--- src/rtl/bba_pkg.sv ---
`default_nettype none
package bba_pkg;

   localparam int ARENA_ORDER    = 20;
   localparam int GRAIN_ORDER    = 6;
   localparam int MIN_ALIGN_LOG2 = 4;
   localparam int GRAIN_BITS     = ARENA_ORDER - GRAIN_ORDER;
   localparam int NGRAINS        = 1 << GRAIN_BITS;
   localparam int NORDERS        = ARENA_ORDER - GRAIN_ORDER + 1;
   localparam int LINK_W         = GRAIN_BITS + 1;
   localparam int LIST_W         = $clog2(NORDERS);
   localparam int ORD_W          = 5;
   localparam int SIZE_W         = 21;
   localparam int OFF_W          = 20;
   localparam int CFG_W          = 8;
   localparam int CSR_IDX_W      = 2;
   localparam int NEED_W         = 33;
   localparam int FIFO_DEPTH     = 2;

   localparam logic [LINK_W-1:0] NIL = LINK_W'(NGRAINS);
   localparam logic [SIZE_W-1:0] SIZE_MAX = '1;

   localparam logic [1:0] GS_NONE = 2'd0;
   localparam logic [1:0] GS_FREE = 2'd1;
   localparam logic [1:0] GS_USED = 2'd2;

   localparam logic [CSR_IDX_W-1:0] CSR_PREFIX = 2'd0;
   localparam logic [CSR_IDX_W-1:0] CSR_FOOTER = 2'd1;

   localparam logic [CFG_W-1:0] PREFIX_RESET = 8'd40;
   localparam logic [CFG_W-1:0] FOOTER_RESET = 8'd16;

   typedef enum logic [1:0] {
      STATUS_OK       = 2'd0,
      STATUS_OOM      = 2'd1,
      STATUS_BAD_FREE = 2'd2,
      STATUS_BAD_SIZE = 2'd3
   } status_type;

   typedef enum logic [1:0] {
      K_ALLOC  = 2'd0,
      K_FREE   = 2'd1,
      K_REJECT = 2'd2
   } kind_type;

   typedef struct packed {
      kind_type                kind;
      status_type              fail_status;
      logic [ORD_W-1:0]        ord;
      logic [SIZE_W-1:0]       size;
      logic [ORD_W-1:0]        alog;
      logic [GRAIN_BITS-1:0]   grain;
      logic [CFG_W-1:0]        prefix;
   } item_type;

endpackage
`default_nettype wire

--- src/rtl/bba_fifo.sv ---
`default_nettype none
module bba_fifo
   import bba_pkg::*;
(
   input  wire logic     clock,
   input  wire logic     reset,
   input  wire logic     push,
   input  wire item_type push_item,
   output logic          full,
   input  wire logic     pop,
   output item_type      pop_item,
   output logic          empty
);

   localparam int PTR_W = $clog2(FIFO_DEPTH);
   localparam int CNT_W = $clog2(FIFO_DEPTH + 1);

   item_type           slot_ff [FIFO_DEPTH];
   logic [PTR_W-1:0]   wr_ff, wr_in;
   logic [PTR_W-1:0]   rd_ff, rd_in;
   logic [CNT_W-1:0]   cnt_ff, cnt_in;

   assign full     = (cnt_ff == CNT_W'(FIFO_DEPTH));
   assign empty    = (cnt_ff == '0);
   assign pop_item = slot_ff[rd_ff];

   always_comb begin
      wr_in  = wr_ff;
      rd_in  = rd_ff;
      cnt_in = cnt_ff;
      if (push) begin
         wr_in = (wr_ff == PTR_W'(FIFO_DEPTH - 1)) ? '0 : wr_ff + PTR_W'(1);
      end
      if (pop) begin
         rd_in = (rd_ff == PTR_W'(FIFO_DEPTH - 1)) ? '0 : rd_ff + PTR_W'(1);
      end
      if (push && !pop) begin
         cnt_in = cnt_ff + CNT_W'(1);
      end else if (pop && !push) begin
         cnt_in = cnt_ff - CNT_W'(1);
      end
   end

   always_ff @(posedge clock) begin
      if (reset) begin
         wr_ff  <= '0;
         rd_ff  <= '0;
         cnt_ff <= '0;
      end else begin
         wr_ff  <= wr_in;
         rd_ff  <= rd_in;
         cnt_ff <= cnt_in;
      end
   end

   always_ff @(posedge clock) begin
      if (push) begin
         slot_ff[wr_ff] <= push_item;
      end
   end

endmodule
`default_nettype wire

--- config.mk ---
export PLATFORM = sky130hd
export DESIGN_NAME = bba_fifo
export DESIGN_NICKNAME = d
export VERILOG_FILES = /design/src/rtl/bba_pkg.sv /design/src/rtl/bba_fifo.sv
export SDC_FILE = /design/constraint.sdc
export NUM_CORES = 1
export LEC_CHECK = 0
export ABC_CLOCK_PERIOD_IN_PS = 7600
export BUFFER_PORTS_ARGS = -buffer_cell sky130_fd_sc_hd__buf_2
export CAP_MARGIN = 20
export CORE_ASPECT_RATIO = 1.4
export CORE_UTILIZATION = 50
export CTS_CLUSTER_SIZE = 20
export DETAILED_ROUTE_END_ITERATION = 10
export PLACE_DENSITY = 0.77
export SYNTH_ARGS = -nofsm -noshare
export SYNTH_HDL_FRONTEND = slang
export SYNTH_SLANG_ARGS = --single-unit
--- constraint.sdc ---
create_clock -name clock -period 7.6 [get_ports clock]
set_input_delay 0 -clock clock [delete_from_list [all_inputs] [get_ports clock]]
set_output_delay 0 -clock clock [all_outputs]
set_load 0.01 [all_outputs]
==> results.json, run 1 <==
{
  "cts_root_buf": "clkbuf_16",
  "synthCells": 199,
  "irDropWorstVdd_mv": 0.228,
  "synth_nets": 261,
  "detailroute.via_count": 2497,
  "dp.cells": 417,
  "run_status": "finished, final reports clean",
  "post_synth.cell_area_avg_um2": 21.7,
  "maxSlewViolCount": 0,
  "synthToLayoutAreaGrowth_pct": 43.5,
  "slew_headroom_pct": 42.6,
  "worst_setup_hold_path_clk_slew_ns": 0.05,
  "hp-start": "push",
  "synth.top_cells.by_count": "edfxtp_1, mux2_2, dfxtp_1, nor2_1, buf_6",
  "synth_seq_cells": 119,
  "synth_edf_count": 114,
  "initialDrtViolationCount": 125,
  "worstHoldPathCells": 4,
  "fraction_of_post_synthesis_cell_area_in_the_top_cell_type_by_area_pct": 79.2,
  "routed_wl_um": 8290,
  "power.switching_mw": 0.340,
  "setup.worst_path.end_class": "output port",
  "holdWs_ns": 0.113,
  "lkg_pwr_nw": 2.40,
  "grtUsageTotal_pct": 19.8,
  "number_of_routed_nets_with_antenna_violations": 0,
  "place.detailed.hpwl_um": 4840,
  "wire_length_of_the_first_global_routing_pass_um": 12500,
  "power_density_nw_per_um2": 276,
  "cts.sink_count": 119,
  "register_area_share_after_synthesis_pct": 81.5,
  "netlist_top_cells_area": "edfxtp_1, mux2_2, dfxtp_1",
  "crit-reg2reg-capture": "slot_ff[1][20]",
  "antenna_found_initial": 0,
  "maxCapViolations": 0,
  "drt-pass1-iter-count": 6,
  "netlist-cell-type-count": 17,
  "internal_power_mw": 1.37,
  "grt.overflow.total": 0,
  "report.power.total_mw": 1.71,
  "floorplan.initialDensity_pct": 52.1,
  "clock_latency_reported_for_the_late_side_of_the_worst_skew_pair_ns": 0.40,
  "via_count_of_the_first_global_routing_pass": 2639,
  "yosys.area.top_type": "edfxtp_1",
  "die_area_um2": 9030,
  "final_hold_viol_count": 0,
  "clock_path_buffers": 2,
  "cts-buffers-inserted": 17,
  "relative_contribution_of_the_clock_network_to_total_power_pct": 44.0,
  "yosysWarningCount": 0,
  "setup-tns-final_ns": 0,
  "chipWidth_um": 80.6,
  "detail_route.drc_violations": 0,
  "regToRegStartpoint": "wr_ff",
  "final_layout_size_suffix_gt1_share_pct": 50.9,
  "area_used_by_multi_input_combinational_logic_um2": 754,
  "worstPathArrival_ns": 2.01,
  "final.period_utilization_pct": 26.4,
  "share_comb_of_total_power_pct": 10.5,
  "cts_tree": "done",
  "worstHoldPathType": "input port to register",
  "number_of_antenna_repair_diodes": 0,
  "crit_type": "register to output port",
  "yosysMostFrequentCell": "edfxtp_1",
  "rsz0062_at_grt": "false",
  "height_of_the_die_um": 112,
  "netlist_area_um2": 4320,
  "pin_count_of_the_biggest_net_entering_global_routing": 50,
  "r2r_slack_ns": 5.63,
  "avgViaCountPerCell": 4.91,
  "layout.core_utilization_pct": 74.8,
  "timing.clock.skew_ns": 0.00767,
  "critical_path.max_fanout": 49,
  "reg2reg_depth": 2,
  "worstSetupStartpointType": "register",
  "finalSetupViolCount": 0,
  "hold_path_end": "cnt_ff[0]",
  "port_buffers": 119,
  "synthArstFlopShare_pct": 0,
  "timing.final.crit_period_ns": 2.01,
  "yosys_most_used_dff": "edfxtp_1",
  "crit_required_ns": 7.60,
  "detail_route.wl_per_cell_um": 16.3,
  "register_area_um2": 3520,
  "worst_pin_slew_ns": 0.861,
  "power.sequential.fraction_pct": 45.5,
  "final_cells": 509,
  "switching_share_pct": 19.8,
  "fillCellCount": 504,
  "cts_htree_levels": 4,
  "nets": 456,
  "placeable_area_um2": 8300,
  "rd_place_congestion": 0.701,
  "rows": 39,
  "ioPinCount": 120,
  "max_freq_mhz": 498
}
[layout by cell type (no fill, tap or decap), drive strengths merged]
cell type | synthesis | final
mux2 | 57 | 57
xnor2 | 2 | 2
o21ai | 1 | 1
xor2 | 2 | 2
dlygate4sd3 | 0 | 60
clkinv | 0 | 3
ha | 1 | 1
dfxtp | 5 | 5
and2b | 1 | 1
edfxtp | 114 | 114
and2 | 1 | 1
inv | 1 | 1
or3 | 1 | 1
bufinv | 0 | 2
nor2b | 1 | 1
clkbuf | 0 | 27
nor2 | 5 | 5
buf | 6 | 122
a21oi | 1 | 1
[registers in the layout, indices dropped and copies added, names as in the netlist, named ones only]
register	cells
wr_ff	1
rd_ff	1
slot_ff	114
cnt_ff	2
[critical path, stage by stage (launching register included)]
cell     delay, ns
dfxtp_2       0.45
buf_4         0.55
mux2_2        0.42
buf_2         0.14
[final cells by class]
class	instances	area share, %
sequential	119	56.8
timing repair buffer	182	19.6
multi-input combinational	73	12.2
clock buffer	27	8.11
tap	102	2.06
clock inverter	5	1.17
inverter	1	0.0605
[how the worst max path moves through the flow]
stage	endpoint	cells after the start	startpoint
finish	pop_item[13]	3	register
global route	pop_item[20]	3	register
CTS	pop_item[41]	3	register
detailed placement	slot_ff[1][12]	2	wr_ff
global placement	slot_ff[1][12]	2	wr_ff
floorplan	slot_ff[0][0]	1	wr_ff
[power by group through the flow]
stage,clock [mW],combinational [mW],sequential (mW)
floorplan,0,0.0931,0.788
global placement,0,0.153,0.788
detailed placement,0,0.156,0.791
CTS,0.769,0.181,0.779
global route,0.801,0.194,0.782
finish,0.755,0.180,0.779
[kinds of logic (layout without fill, tap and decap cells)]
group,Yosys count,after routing,synth area share [%]
compound gates,2,2,0.231
mux,57,57,14.8
xor+xnor,4,4,0.810
buf+inv,7,215,1.27
simple gates,9,9,1.07
fa+ha+maj,1,1,0.289
flops,119,119,81.5
[through the flow]
| stage | setup slack, ns | area, um2 |
|---|---|---|
| after floorplan | 4.26 | 4320 |
| after global placement | 5.67 | 5030 |
| after detailed placement | 5.62 | 5030 |
| after CTS | 5.54 | 6200 |
| after global routing | 5.48 | 6200 |
| final | 5.59 | 6200 |
[what timing repair did]
item,4_1_cts,5_1_grt
hold buffers,60,0
gates resized for setup,0,0
endpoints found under the hold margin,119,0
setup buffers,0,0
[layer usage]
metal  vias to the layer above  GRT usage (%)  routed length (um)
li1                       1173              -                   -
met4                         0           9.40                 126
met3                         9           6.26                 380
met2                        79           35.8                4680
met5                         -              0                   0
met1                      1236           20.1                3100
(Power assumes the default switching activity.)
==> run 2: changes to the inputs <==
--- a/config.mk
+++ b/config.mk
@@ -5,14 +5,14 @@
 export SDC_FILE = /design/constraint.sdc
 export NUM_CORES = 1
 export LEC_CHECK = 0
-export ABC_CLOCK_PERIOD_IN_PS = 7600
+export ABC_CLOCK_PERIOD_IN_PS = 1800
 export BUFFER_PORTS_ARGS = -buffer_cell sky130_fd_sc_hd__buf_2
 export CAP_MARGIN = 20
 export CORE_ASPECT_RATIO = 1.4
-export CORE_UTILIZATION = 50
+export CORE_UTILIZATION = 46
 export CTS_CLUSTER_SIZE = 20
 export DETAILED_ROUTE_END_ITERATION = 10
-export PLACE_DENSITY = 0.77
+export PLACE_DENSITY = 0.74
 export SYNTH_ARGS = -nofsm -noshare
 export SYNTH_HDL_FRONTEND = slang
 export SYNTH_SLANG_ARGS = --single-unit
==> constraint.sdc (replaced) <==
create_clock -name clock -period 1.8 [get_ports clock]
set_input_delay 0 -clock clock [delete_from_list [all_inputs] [get_ports clock]]
set_output_delay 0 -clock clock [all_outputs]
set_load 0.01 [all_outputs]
==> run 2 against run 1 <==
Effect of this change: the run now ends with design-rule violations left; wire length is 2.5% lower; hold slack improved by 0.20 ns; first-iteration DRC count rose by 44%; clock-buffer cell count fell by 4; sequential share of layout area is 0.71 points lower; via count fell by 0.92%; clock skew grew 0.0049 ns; critical path depth unchanged; design area grew 1.3%; largest cell class unchanged.
==> results.json, run 2 (synthesis results as in run 1) <==
{
  "run_status": "finished with violations",
  "violations": "design-rule violations",
  "avgViaCountPerCell": 4.79,
  "crit_path_cell_trace": "buf_12 > mux2_2 > buf_2",
  "maxSlewViolCount": 0,
  "timing.clock.skew_ns": 0.0126,
  "cp_top_family": "buffers and inverters",
  "worstHoldPathType": "input port to register",
  "hp-start": "push_item[41]",
  "reg2reg_depth": 3,
  "max_freq_mhz": 624,
  "final_layout_size_suffix_gt1_share_pct": 51.7,
  "power_density_nw_per_um2": 1170,
  "pre_cts_slack_ns": 0.614,
  "via_count_of_the_first_global_routing_pass": 2595,
  "setup-tns-final_ns": 0,
  "detail_route.wl_per_cell_um": 15.6,
  "crit_required_ns": 1.80,
  "report.power.total_mw": 7.36,
  "grtUsageTotal_pct": 17.1,
  "worstSetupStartpointType": "register",
  "place.detailed.hpwl_um": 4430,
  "antenna_found_initial": 0,
  "height_of_the_die_um": 117,
  "die_area_um2": 9800,
  "cts_tree": "done",
  "worst_pin_slew_ns": 0.333,
  "port_buffers": 119,
  "lkg_pwr_nw": 2.42,
  "mostFrequentLayoutCells": "buf_2, edfxtp_1, dlygate4sd3_1",
  "layout.core_utilization_pct": 69.2,
  "dp.cells": 424,
  "r2r_slack_ns": 0.58,
  "setup_bufs_post_cts": 0,
  "critical_path.max_fanout": 57,
  "setup_slack_ns": 0.198,
  "number_of_flip_flops_under_the_largest_register_name": 114,
  "nets": 459,
  "worstPathArrival_ns": 1.60,
  "layout.cells.most_common": "buf_2",
  "floorplan.initialDensity_pct": 47.6,
  "number_of_gates_on_the_worst_path_with_buffers_counted": 3,
  "final.period_utilization_pct": 89.0,
  "cts_hold_repair.buffers": 61,
  "pin_count_of_the_biggest_net_entering_global_routing": 58,
  "rows": 41,
  "postCtsResizedCells": 0,
  "number_of_routed_nets_with_antenna_violations": 0,
  "final_hold_viol_count": 0,
  "path_buf_inv": 2,
  "largest_register": "slot_ff",
  "final_cells": 517,
  "ioPinCount": 120,
  "maxCapViolations": 0,
  "regToRegStartpoint": "rd_ff",
  "worst_setup_hold_path_clk_slew_ns": 0.05,
  "largestRegisters": "slot_ff: 114 flops, cnt_ff: 2 flops",
  "drt-pass1-iter-count": 7,
  "crit_type": "register to output port",
  "worstHoldPathCells": 2,
  "cts.sink_count": 119,
  "rd_place_congestion": 0.675,
  "clock_path_buffers": 2,
  "placeable_area_um2": 9080,
  "initialDrtViolationCount": 180,
  "wire_length_of_the_first_global_routing_pass_um": 12100,
  "clock_latency_reported_for_the_late_side_of_the_worst_skew_pair_ns": 0.41,
  "synthToLayoutAreaGrowth_pct": 45.3,
  "slew_headroom_pct": 77.8,
  "rsz0062_at_grt": "false",
  "number_of_antenna_repair_diodes": 0,
  "cts_htree_levels": 4,
  "setup.worst_path.end_class": "output port",
  "routed_wl_um": 8080,
  "critical-path-slowest-cell": "mux2_2",
  "detailroute.via_count": 2474,
  "cp_slowest_stage_delay_ns": 0.39,
  "chipWidth_um": 83.9,
  "cts_root_buf": "clkbuf_16",
  "grt.overflow.total": 0,
  "timing.final.crit_period_ns": 1.60,
  "detail_route.drc_violations": 15,
  "finalSetupViolCount": 0,
  "irDropWorstVdd_mv": 0.828,
  "cts-buffers-inserted": 17,
  "hold_path_end": "slot_ff[0][41]"
}
==> run 2: cell count changes in the layout (fill, tap and decap cells not counted), sizes merged <==
cell and change:
clkinvlp +3, clkbuf -4, bufinv +1, buf +2, dlygate4sd3 +1
==> run 2: how the worst max path moves through the flow <==
| stage | end | slack, ns |
|---|---|---|
| 2_1_floorplan | slot_ff[0][0] | 0.19 |
| 3_3_place_gp | slot_ff[1][20] | 0.64 |
| 3_5_place_dp | slot_ff[1][17] | 0.61 |
| 4_1_cts | pop_item[33] | 0.19 |
| 5_1_grt | pop_item[33] | 0.15 |
| 6_report | pop_item[38] | 0.20 |
==> run 2: power by group <==
group	switching [mW]	total [mW]	internal, mW
Combinational	0.369	0.785	0.416
Sequential	0.0445	3.28	3.23
Clock	1.09	3.29	2.20
Total	1.51	7.36	5.85
==> run 2: worst register-to-register path: cells and delay by family (launching register included) <==
| family | cells | cell delay [ns] |
|---|---|---|
| DFF | 1 | 0.31 |
| xor gates and xnor gates | 1 | 0.20 |
| buffers and inverters | 1 | 0.55 |
| and+or+nand+nor | 1 | 0.06 |
==> run 2: area by class of cell <==
type	instances	area, um2
clock inverters	9	128
repair buffers	185	1280
inverters	1	3.75
flip-flops and latches	119	3520
fillers	607	2800
clock buffers	23	458
well taps	107	134
multi-input cells	73	754
==> run 2: layer usage <==
layer | up-vias | GRT usage, % | wire length, um
met3 | 15 | 5.30 | 357
met5 | - | 0 | 0
li1 | 1180 | - | -
met2 | 77 | 31.7 | 4630
met4 | 0 | 10.6 | 163
met1 | 1202 | 16.7 | 2920
==> run 2: through the flow <==
stage	area, um2	hold WS [ns]
2_1_floorplan	4330	0.0691
3_3_place_gp	5090	0.188
3_5_place_dp	5090	0.191
4_1_cts	6280	0.300
5_1_grt	6280	0.309
6_report	6280	0.312
