===== config.mk =====
export PLATFORM = sky130hd
export DESIGN_NAME = bba_front_flat
export DESIGN_NICKNAME = d
export VERILOG_FILES = /design/src/rtl/bba_pkg.sv /design/src/rtl/bba_if.sv /design/src/rtl/bba_front.sv /design/src/flat_wrapper.sv
export SDC_FILE = /design/constraint.sdc
export NUM_CORES = 1
export LEC_CHECK = 0
export BUFFER_PORTS_ARGS = -buffer_cell sky130_fd_sc_hd__buf_2
export CAP_MARGIN = 30
export CORE_UTILIZATION = 40
export DETAILED_ROUTE_END_ITERATION = 10
export GPL_ROUTABILITY_DRIVEN = 0
export GPL_TIMING_DRIVEN = 0
export PLACE_DENSITY = 0.65
export SLEW_MARGIN = 10
export SYNTH_ARGS = -nofsm -noshare
export SYNTH_HDL_FRONTEND = slang
export SYNTH_SLANG_ARGS = --single-unit
export TNS_END_PERCENT = 20

===== constraint.sdc =====
create_clock -name clock -period 9 [get_ports clock]
set_input_delay 1.8 -clock clock [delete_from_list [all_inputs] [get_ports clock]]
set_output_delay 1.8 -clock clock [all_outputs]
set_load 0.05 [all_outputs]

===== src/rtl/bba_pkg.sv =====
`default_nettype none
package bba_pkg;

   localparam int ARENA_ORDER    = 20;
   localparam int GRAIN_ORDER    = 6;
   localparam int MIN_ALIGN_LOG2 = 4;
   localparam int GRAIN_BITS     = ARENA_ORDER - GRAIN_ORDER;
   localparam int NGRAINS        = 1 << GRAIN_BITS;
   localparam int NORDERS        = ARENA_ORDER - GRAIN_ORDER + 1;
   localparam int LINK_W         = GRAIN_BITS + 1;
   localparam int LIST_W         = $clog2(NORDERS);
   localparam int ORD_W          = 5;
   localparam int SIZE_W         = 21;
   localparam int OFF_W          = 20;
   localparam int CFG_W          = 8;
   localparam int CSR_IDX_W      = 2;
   localparam int NEED_W         = 33;
   localparam int FIFO_DEPTH     = 2;

   localparam logic [LINK_W-1:0] NIL = LINK_W'(NGRAINS);
   localparam logic [SIZE_W-1:0] SIZE_MAX = '1;

   localparam logic [1:0] GS_NONE = 2'd0;
   localparam logic [1:0] GS_FREE = 2'd1;
   localparam logic [1:0] GS_USED = 2'd2;

   localparam logic [CSR_IDX_W-1:0] CSR_PREFIX = 2'd0;
   localparam logic [CSR_IDX_W-1:0] CSR_FOOTER = 2'd1;

   localparam logic [CFG_W-1:0] PREFIX_RESET = 8'd40;
   localparam logic [CFG_W-1:0] FOOTER_RESET = 8'd16;

   typedef enum logic [1:0] {
      STATUS_OK       = 2'd0,
      STATUS_OOM      = 2'd1,
      STATUS_BAD_FREE = 2'd2,
      STATUS_BAD_SIZE = 2'd3
   } status_type;

   typedef enum logic [1:0] {
      K_ALLOC  = 2'd0,
      K_FREE   = 2'd1,
      K_REJECT = 2'd2
   } kind_type;

   typedef struct packed {
      kind_type                kind;
      status_type              fail_status;
      logic [ORD_W-1:0]        ord;
      logic [SIZE_W-1:0]       size;
      logic [ORD_W-1:0]        alog;
      logic [GRAIN_BITS-1:0]   grain;
      logic [CFG_W-1:0]        prefix;
   } item_type;

endpackage
`default_nettype wire


===== src/rtl/bba_if.sv =====
`default_nettype none
interface bba_req_if;
   logic        valid;
   logic        ready;
   logic        opcode;
   logic [20:0] request_bytes;
   logic [4:0]  align_log2;
   logic [19:0] free_offset;
   modport source (output valid, opcode, request_bytes, align_log2, free_offset, input ready);
   modport sink   (input valid, opcode, request_bytes, align_log2, free_offset, output ready);
endinterface


interface bba_csr_if;
   logic       valid;
   logic       ready;
   logic [1:0] index;
   logic [7:0] data;
   modport source (output valid, index, data, input ready);
   modport sink   (input valid, index, data, output ready);
endinterface
`default_nettype wire


===== src/rtl/bba_front.sv =====
`default_nettype none
module bba_front
   import bba_pkg::*;
(
   input  wire logic  clock,
   input  wire logic  reset,
   bba_req_if.sink    req_chan,
   bba_csr_if.sink    csr_chan,
   input  wire logic  q_full,
   input  wire logic  init_done,
   output logic       q_push,
   output item_type   q_item
);

   logic [CFG_W-1:0]  prefix_ff, prefix_in;
   logic [CFG_W-1:0]  footer_ff, footer_in;
   logic [ORD_W-1:0]  alog_c;
   logic [NEED_W-1:0] need_c;
   logic [ORD_W-1:0]  ord_c;
   logic              fit_c;

   assign csr_chan.ready = 1'b1;
   assign req_chan.ready = init_done && !q_full;
   assign q_push         = req_chan.valid && req_chan.ready;

   always_comb begin
      prefix_in = prefix_ff;
      footer_in = footer_ff;
      if (csr_chan.valid) begin
         case (csr_chan.index)
            CSR_PREFIX: prefix_in = csr_chan.data;
            CSR_FOOTER: footer_in = csr_chan.data;
            default: ;
         endcase
      end
   end

   always_ff @(posedge clock) begin
      if (reset) begin
         prefix_ff <= PREFIX_RESET;
         footer_ff <= FOOTER_RESET;
      end else begin
         prefix_ff <= prefix_in;
         footer_ff <= footer_in;
      end
   end

   always_comb begin
      alog_c = (req_chan.align_log2 < ORD_W'(MIN_ALIGN_LOG2)) ?
               ORD_W'(MIN_ALIGN_LOG2) : req_chan.align_log2;
      need_c = NEED_W'(prefix_ff) + NEED_W'(req_chan.request_bytes) + NEED_W'(footer_ff)
             + ((NEED_W'(1) << alog_c) - NEED_W'(1));
      ord_c = '0;
      fit_c = 1'b0;
      for (int o = ARENA_ORDER; o >= GRAIN_ORDER; o--) begin
         if (need_c <= (NEED_W'(1) << o)) begin
            ord_c = ORD_W'(o);
            fit_c = 1'b1;
         end
      end
   end

   always_comb begin
      q_item             = '0;
      q_item.kind        = K_REJECT;
      q_item.fail_status = STATUS_OK;
      q_item.ord         = ord_c;
      q_item.size        = req_chan.request_bytes;
      q_item.alog        = alog_c;
      q_item.grain       = req_chan.free_offset[OFF_W-1:GRAIN_ORDER];
      q_item.prefix      = prefix_ff;
      if (!req_chan.opcode) begin
         if (req_chan.request_bytes == '0) begin
            q_item.fail_status = STATUS_BAD_SIZE;
         end else if (!fit_c) begin
            q_item.fail_status = STATUS_OOM;
         end else begin
            q_item.kind = K_ALLOC;
         end
      end else begin
         if (req_chan.free_offset[GRAIN_ORDER-1:0] != '0) begin
            q_item.fail_status = STATUS_BAD_FREE;
         end else begin
            q_item.kind = K_FREE;
         end
      end
   end

endmodule
`default_nettype wire


===== src/flat_wrapper.sv =====
// flat-port wrapper written by rule: the top's interface ports become plain ports
module bba_front_flat import bba_pkg::*;
  (clock, reset, q_full, init_done, q_push, q_item, req_chan_valid, req_chan_opcode, req_chan_request_bytes, req_chan_align_log2, req_chan_free_offset, req_chan_ready, csr_chan_valid, csr_chan_index, csr_chan_data, csr_chan_ready);
  bba_req_if req_chan_i ();
  bba_csr_if csr_chan_i ();
  input  wire logic clock;
  input  wire logic reset;
  input  wire logic q_full;
  input  wire logic init_done;
  output logic q_push;
  output item_type q_item;
  input wire logic [$bits(req_chan_i.valid)-1:0] req_chan_valid;
  input wire logic [$bits(req_chan_i.opcode)-1:0] req_chan_opcode;
  input wire logic [$bits(req_chan_i.request_bytes)-1:0] req_chan_request_bytes;
  input wire logic [$bits(req_chan_i.align_log2)-1:0] req_chan_align_log2;
  input wire logic [$bits(req_chan_i.free_offset)-1:0] req_chan_free_offset;
  output wire logic [$bits(req_chan_i.ready)-1:0] req_chan_ready;
  input wire logic [$bits(csr_chan_i.valid)-1:0] csr_chan_valid;
  input wire logic [$bits(csr_chan_i.index)-1:0] csr_chan_index;
  input wire logic [$bits(csr_chan_i.data)-1:0] csr_chan_data;
  output wire logic [$bits(csr_chan_i.ready)-1:0] csr_chan_ready;
  assign req_chan_i.valid = req_chan_valid;
  assign req_chan_i.opcode = req_chan_opcode;
  assign req_chan_i.request_bytes = req_chan_request_bytes;
  assign req_chan_i.align_log2 = req_chan_align_log2;
  assign req_chan_i.free_offset = req_chan_free_offset;
  assign req_chan_ready = req_chan_i.ready;
  assign csr_chan_i.valid = csr_chan_valid;
  assign csr_chan_i.index = csr_chan_index;
  assign csr_chan_i.data = csr_chan_data;
  assign csr_chan_ready = csr_chan_i.ready;
  bba_front u_core (.clock(clock), .reset(reset), .req_chan(req_chan_i), .csr_chan(csr_chan_i), .q_full(q_full), .init_done(init_done), .q_push(q_push), .q_item(q_item));
endmodule

==> flow_metrics.env, run 1 <==
export IMPL_diodes=0
export IMPL_slew_violations=0
export IMPL_cts_sinks=16
export IMPL_ios=123
export IMPL_drc=0
export IMPL_yosysMostFrequentCell="ha_1"
export IMPL_cap_violations=0
export IMPL_reg2reg_setup_slack_ns=8.15
export IMPL_yosysTopAreaCell="ha_1"
export IMPL_dp_cells=956
export IMPL_place_area_um2=5760
export IMPL_syn_mean_instance_area_um2=7.37
export IMPL_tns_ns=0
export IMPL_rsz0062_at_grt="yes"
export IMPL_worst_path_largest_cell_delay_ns=0.38
export IMPL_clockBufferDepth=2
export IMPL_clk_root_buffer_cell="clkbuf_16"
export IMPL_r2r_start="u_core.prefix_ff[5]"
export IMPL_grt_start_max_net_pins=11
export IMPL_r2r_end="u_core.prefix_ff[5]"
export IMPL_fin_cells=1003
export IMPL_cp_max_fo=7
export IMPL_area_growth_pct=39.9
export IMPL_vias=5277
export IMPL_synth_compound_area_frac=0.209
export IMPL_synth_top_area_frac=0.215
export IMPL_numCtsBuffers=3
export IMPL_clk_pin_slew_ns=0.05
export IMPL_port_buffers=104
export IMPL_die_x_um=114
export IMPL_r2r_cells=2
export IMPL_yosys_most_used_dff="dfxtp_1"
export IMPL_postRouteAntennaNets=0
export IMPL_cts_tree="yes"
export IMPL_setup_violations_final=0
export IMPL_crit_path_start="req_chan_request_bytes[1]"
export IMPL_grt_ovfl_total=0
export IMPL_p_leak_nw=3.26
export IMPL_endpoint_kind="output port"
export IMPL_worstPathRequired_ns=7.20
export IMPL_ys_top_cells_by_area="ha_1, dfxtp_1, buf_4"
export IMPL_crit_path_frequent_cell="ha_4"
export IMPL_worst_pin_slew_ns=0.670
export IMPL_std_cell_rows=40
export IMPL_cts_htree_levels=1
export IMPL_p_per_area_nw_per_um2=143
export IMPL_drt_vias_per_instance=5.26
export IMPL_critical_path_class="in2out"
export IMPL_post_route_min_period_ns=8.83
export IMPL_grt_usage=0.197
export IMPL_synth_seq_cells=16
export IMPL_drt_iter0_markers=211
export IMPL_ctsHoldBuffers=0
export IMPL_finalPower_mw=1.00
export IMPL_wire_per_inst_um=13.4
export IMPL_synthCells=680
export IMPL_muxShareOfSynthArea=0.0280
export IMPL_hold_class="reg2reg"
export IMPL_design_area_um2=7010
export IMPL_syn_area_um2=5010
export IMPL_grt_pass1_wl_mm=21.5
export IMPL_finalHoldViolations=0
export IMPL_timing_hold_ws_ns=0.505
export IMPL_drive_above_1_share=0.386
export IMPL_synth_distinct_cells=78
export IMPL_ys_async_sr_fraction=0
export IMPL_synth_xor_area_frac=0.0797
export IMPL_endpoint="q_item[49]"
export IMPL_coreArea_um2=12100
export IMPL_relSlewSlack=0.553
export IMPL_synth_edff_count=0
export IMPL_clock_latency_ns=0.25
export IMPL_yosys_area_share_simple=0.245
export IMPL_finalCritPeriodShare=0.981
export IMPL_synth_top_family_by_area="adder cells"
export IMPL_synth_common_cells="ha_1, inv_1, nand2_1"
export IMPL_dieArea_um2=13000
export IMPL_status="complete, no violations"
export IMPL_die_height_um=114
export IMPL_finClkSkew_ns=0
export IMPL_nNetsFinal=994
export IMPL_antenna_found_initial=0
export IMPL_synthAdderAreaFrac=0.251
export IMPL_ys_warn_count=0
export IMPL_grt_pass1_vias=4910
export IMPL_critPathArrivalTime_ns=7.03
export IMPL_routed_wl_mm=13.4
export IMPL_critPathSlowestCell="or3_4"
export IMPL_post_dp_hpwl_mm=10.1
export IMPL_vdd_drop_max_mv=0.120
export IMPL_fmax_mhz=113
export IMPL_first_pass_iters=4
export IMPL_cp_start_kind="input port"
export IMPL_start_util=0.414
export IMPL_ys_seq_area_frac=0.0639
==> sequential cells by signal (all words and copies together), names as in the netlist <==
signal            cells
u_core.footer_ff      8
u_core.prefix_ff      8
==> worst min-delay path by stage <==
stage,from,to,slack [ns],cells after the start
after detailed placement,u_core.footer_ff[0],u_core.footer_ff[0],0.50,2
after global routing,u_core.footer_ff[4],u_core.footer_ff[4],0.57,1
final,u_core.footer_ff[0],u_core.footer_ff[0],0.51,2
after floorplan,u_core.footer_ff[0],u_core.footer_ff[0],0.47,2
after global placement,u_core.footer_ff[0],u_core.footer_ff[0],0.50,2
after CTS,u_core.footer_ff[0],u_core.footer_ff[0],0.51,2
==> critical path: cells and delay by family <==
| kind | cells | cell delay (ns) |
|---|---|---|
| buffers and inverters | 4 | 0.56 |
| AND/OR/NAND/NOR | 8 | 1.56 |
| XOR/XNOR | 2 | 0.24 |
| AO/OA/AOI/OAI | 11 | 1.89 |
| adder cells (fa/ha/maj) | 4 | 0.97 |
==> report_power, final <==
group	leakage, nW	internal [mW]	total [mW]	switching (mW)
combinational	3.08	0.361	0.831	0.469
clock	0.0442	0.0676	0.0964	0.0288
sequential	0.130	0.0737	0.0763	0.00258
total	3.26	0.503	1.00	0.501
==> cell families (layout without fill, tap and decap cells) <==
kind of cell | count (synthesis) | after routing
DFF | 16 | 16
adders and majority gates | 95 | 95
AOI/OAI and AO/OA | 150 | 150
xor gates and xnor gates | 43 | 43
and+or+nand+nor | 234 | 234
other | 1 | 5
muxes | 14 | 14
buffers and inverters | 127 | 278
==> repair_timing <==
action	in CTS	in global routing
hold endpoints to repair	0	0
buffers inserted	23	26
pin swaps	50	79
resized for setup	83	87
setup endpoints to repair	7	7
gates cloned	0	0
==> stage by stage <==
step	util	worst slack (ns)
after floorplan	-	-0.329
after global placement	0.476	-0.623
after detailed placement	0.476	-0.647
after CTS	0.526	0.00186
after global routing	0.579	-0.142
final	0.579	0.171
==> cell usage in the layout (no fill, tap or decap), types with 13 or more instances in the layout <==
| cell type | netlist | routed |
|---|---|---|
| a21o_1 | 13 | 13 |
| a21oi_1 | 38 | 26 |
| buf_2 | 2 | 96 |
| buf_4 | 37 | 87 |
| clkbuf_1 | 19 | 14 |
| dfxtp_1 | 16 | 16 |
| ha_1 | 86 | 55 |
| ha_4 | 0 | 26 |
| inv_1 | 66 | 59 |
| mux2i_1 | 14 | 14 |
| nand2_1 | 64 | 62 |
| nand3_1 | 21 | 16 |
| nor2_1 | 48 | 43 |
| o21ai_0 | 29 | 17 |
| xnor2_1 | 23 | 16 |
| xor2_1 | 17 | 16 |
==> area by class of cell <==
class / count / area [um2]
clock buffers: 4 / 88.8
repair buffers: 153 / 927
plain buffers: 54 / 357
well taps: 168 / 210
multi-input cells: 541 / 4860
inverters: 67 / 251
flip-flops and latches: 16 / 320
fillers: 1117 / 5100
==> layer usage <==
layer / up-vias / global-route usage / routed length [um]
met5: - / 0 / 0
met3: 15 / 0.0117 / 368
li1: 2674 / - / -
met2: 108 / 0.380 / 7060
met4: 0 / 0.0433 / 133
met1: 2480 / 0.238 / 5880
Note: power is estimated with default switching activity, not from simulation.
==> run 2: changes to the inputs <==
- CELL_PAD_IN_SITES_DETAIL_PLACEMENT: unset -> 0
- CELL_PAD_IN_SITES_GLOBAL_PLACEMENT: unset -> 1
- PLACE_DENSITY: 0.65 -> unset
- PLACE_DENSITY_LB_ADDON: unset -> 0.1
==> flow_metrics.env, run 2 (synthesis gave the netlist of run 1 again) <==
export IMPL_tns_ns=-0.0359
export IMPL_clk_root_buffer_cell="clkbuf_16"
export IMPL_drive_above_1_share=0.353
export IMPL_crit_path_start="req_chan_request_bytes[1]"
export IMPL_cp_start_kind="input port"
export IMPL_fin_cells=992
export IMPL_drc=0
export IMPL_critPathArrivalTime_ns=7.24
export IMPL_clockBufferDepth=2
export IMPL_worst_path_largest_cell_delay_ns=0.54
export IMPL_finalPower_mw=0.943
export IMPL_antenna_found_initial=0
export IMPL_vias=5198
export IMPL_start_util=0.414
export IMPL_slew_violations=0
export IMPL_r2r_cells=2
export IMPL_reg2reg_setup_slack_ns=8.16
export IMPL_routed_wl_mm=13.9
export IMPL_cp_max_fo=7
export IMPL_clock_latency_ns=0.24
export IMPL_ios=123
export IMPL_worst_pin_slew_ns=0.633
export IMPL_finalCritPeriodShare=1.00
export IMPL_ctsHoldBuffers=0
export IMPL_r2r_start="u_core.prefix_ff[5]"
export IMPL_failed_checks="negative setup slack"
export IMPL_worstPathRequired_ns=7.20
export IMPL_grt_ovfl_total=0
export IMPL_grt_pass1_wl_mm=23.2
export IMPL_area_growth_pct=35.4
export IMPL_p_per_area_nw_per_um2=139
export IMPL_finClkSkew_ns=0
export IMPL_fmax_mhz=111
export IMPL_p_leak_nw=3.18
export IMPL_endpoint_kind="output port"
export IMPL_cts_tree="yes"
export IMPL_cts_sinks=16
export IMPL_diodes=0
export IMPL_critical_path_class="in2out"
export IMPL_status="finished, violations left"
export IMPL_postRouteAntennaNets=0
export IMPL_hold_class="reg2reg"
export IMPL_relSlewSlack=0.578
export IMPL_port_buffers=104
export IMPL_grt_usage=0.213
export IMPL_layout_cells_most_common_list="buf_2, buf_4, nand2_1"
export IMPL_endpoint="q_item[49]"
export IMPL_numCtsBuffers=3
export IMPL_reg_largest_list="u_core.footer_ff (8), u_core.prefix_ff (8)"
export IMPL_post_route_min_period_ns=9.04
export IMPL_critPathSlowestCell="fa_1"
export IMPL_cap_violations=0
export IMPL_die_x_um=114
export IMPL_first_pass_iters=4
export IMPL_die_height_um=114
export IMPL_dieArea_um2=13000
export IMPL_grt_start_max_net_pins=11
export IMPL_post_dp_hpwl_mm=11.0
export IMPL_drt_vias_per_instance=5.24
export IMPL_coreArea_um2=12100
export IMPL_std_cell_rows=40
export IMPL_nNetsFinal=984
export IMPL_cts_htree_levels=1
export IMPL_clk_pin_slew_ns=0.05
export IMPL_rsz0062_at_grt="yes"
export IMPL_final_common_cell="buf_2"
export IMPL_r2r_end="u_core.prefix_ff[5]"
export IMPL_layout_setup_ws_ns=-0.0359
export IMPL_grt_pass1_vias=5023
export IMPL_wire_per_inst_um=14.0
export IMPL_finalHoldViolations=0
export IMPL_vdd_drop_max_mv=0.119
export IMPL_drt_iter0_markers=184
export IMPL_dp_cells=956
export IMPL_setup_violations_final=1
-- run 2: cell types whose count changed in the layout (fill, tap and decap cells not counted), sizes merged --
cell	previous run	this run
buf	191	181
clkbuf	20	19
-- run 2: area by class of cell --
class	count	area, um2
fillers	1168	5330
multi-input cells	541	4690
repair buffers	142	862
plain buffers	55	374
flip-flops and latches	16	320
inverters	67	251
well taps	168	210
clock buffers	3	75.1
-- run 2: worst min-delay path by stage --
stage / from / end / slack [ns] / cells after the start
2_1_floorplan: u_core.footer_ff[0] / u_core.footer_ff[0] / 0.47 / 2
3_3_place_gp: u_core.footer_ff[0] / u_core.footer_ff[0] / 0.50 / 2
3_5_place_dp: u_core.footer_ff[0] / u_core.footer_ff[0] / 0.50 / 2
4_1_cts: u_core.footer_ff[0] / u_core.footer_ff[0] / 0.52 / 2
5_1_grt: u_core.footer_ff[4] / u_core.footer_ff[4] / 0.54 / 1
6_report: u_core.footer_ff[0] / u_core.footer_ff[0] / 0.51 / 2
-- run 2: per-stage QoR --
stage	area [um2]	util	setup WS (ns)	hold slack (ns)
2_1_floorplan	5030	-	-0.329	0.470
3_3_place_gp	5760	0.476	-0.704	0.500
3_5_place_dp	5760	0.476	-0.664	0.500
4_1_cts	6370	0.526	-0.00639	0.515
5_1_grt	6790	0.560	-0.287	0.537
6_report	6790	0.560	-0.0359	0.505
-- run 2: critical path: cells and delay by family --
kind	cells	cell delay [ns]
xor+xnor	1	0.11
compound gates	12	2.07
simple gates	6	1.44
fa+ha+maj	4	1.27
buf+inv	4	0.53
-- run 2: timing repair --
| action | 4_1_cts | 5_1_grt |
|---|---|---|
| buffers inserted | 23 | 15 |
| pin swaps | 48 | 58 |
| setup endpoints to repair | 7 | 7 |
| gates cloned | 0 | 0 |
| resized for setup | 85 | 61 |
| endpoints found under the hold margin | 0 | 0 |
-- run 2: routing by layer --
layer / vias to the layer above / global-route usage / share of wire
li1: 2649 / - / -
met1: 2430 / 0.283 / 0.47
met2: 109 / 0.387 / 0.49
met3: 10 / 0.0165 / 0.033
met4: 0 / 0.0225 / 0.0092
met5: - / 0 / 0
-- run 2: power breakdown --
part | switching, mW | total, mW | internal, mW
clock | 0.0264 | 0.0847 | 0.0583
sequential | 0.00231 | 0.0760 | 0.0737
combinational | 0.456 | 0.782 | 0.327
total | 0.484 | 0.943 | 0.459
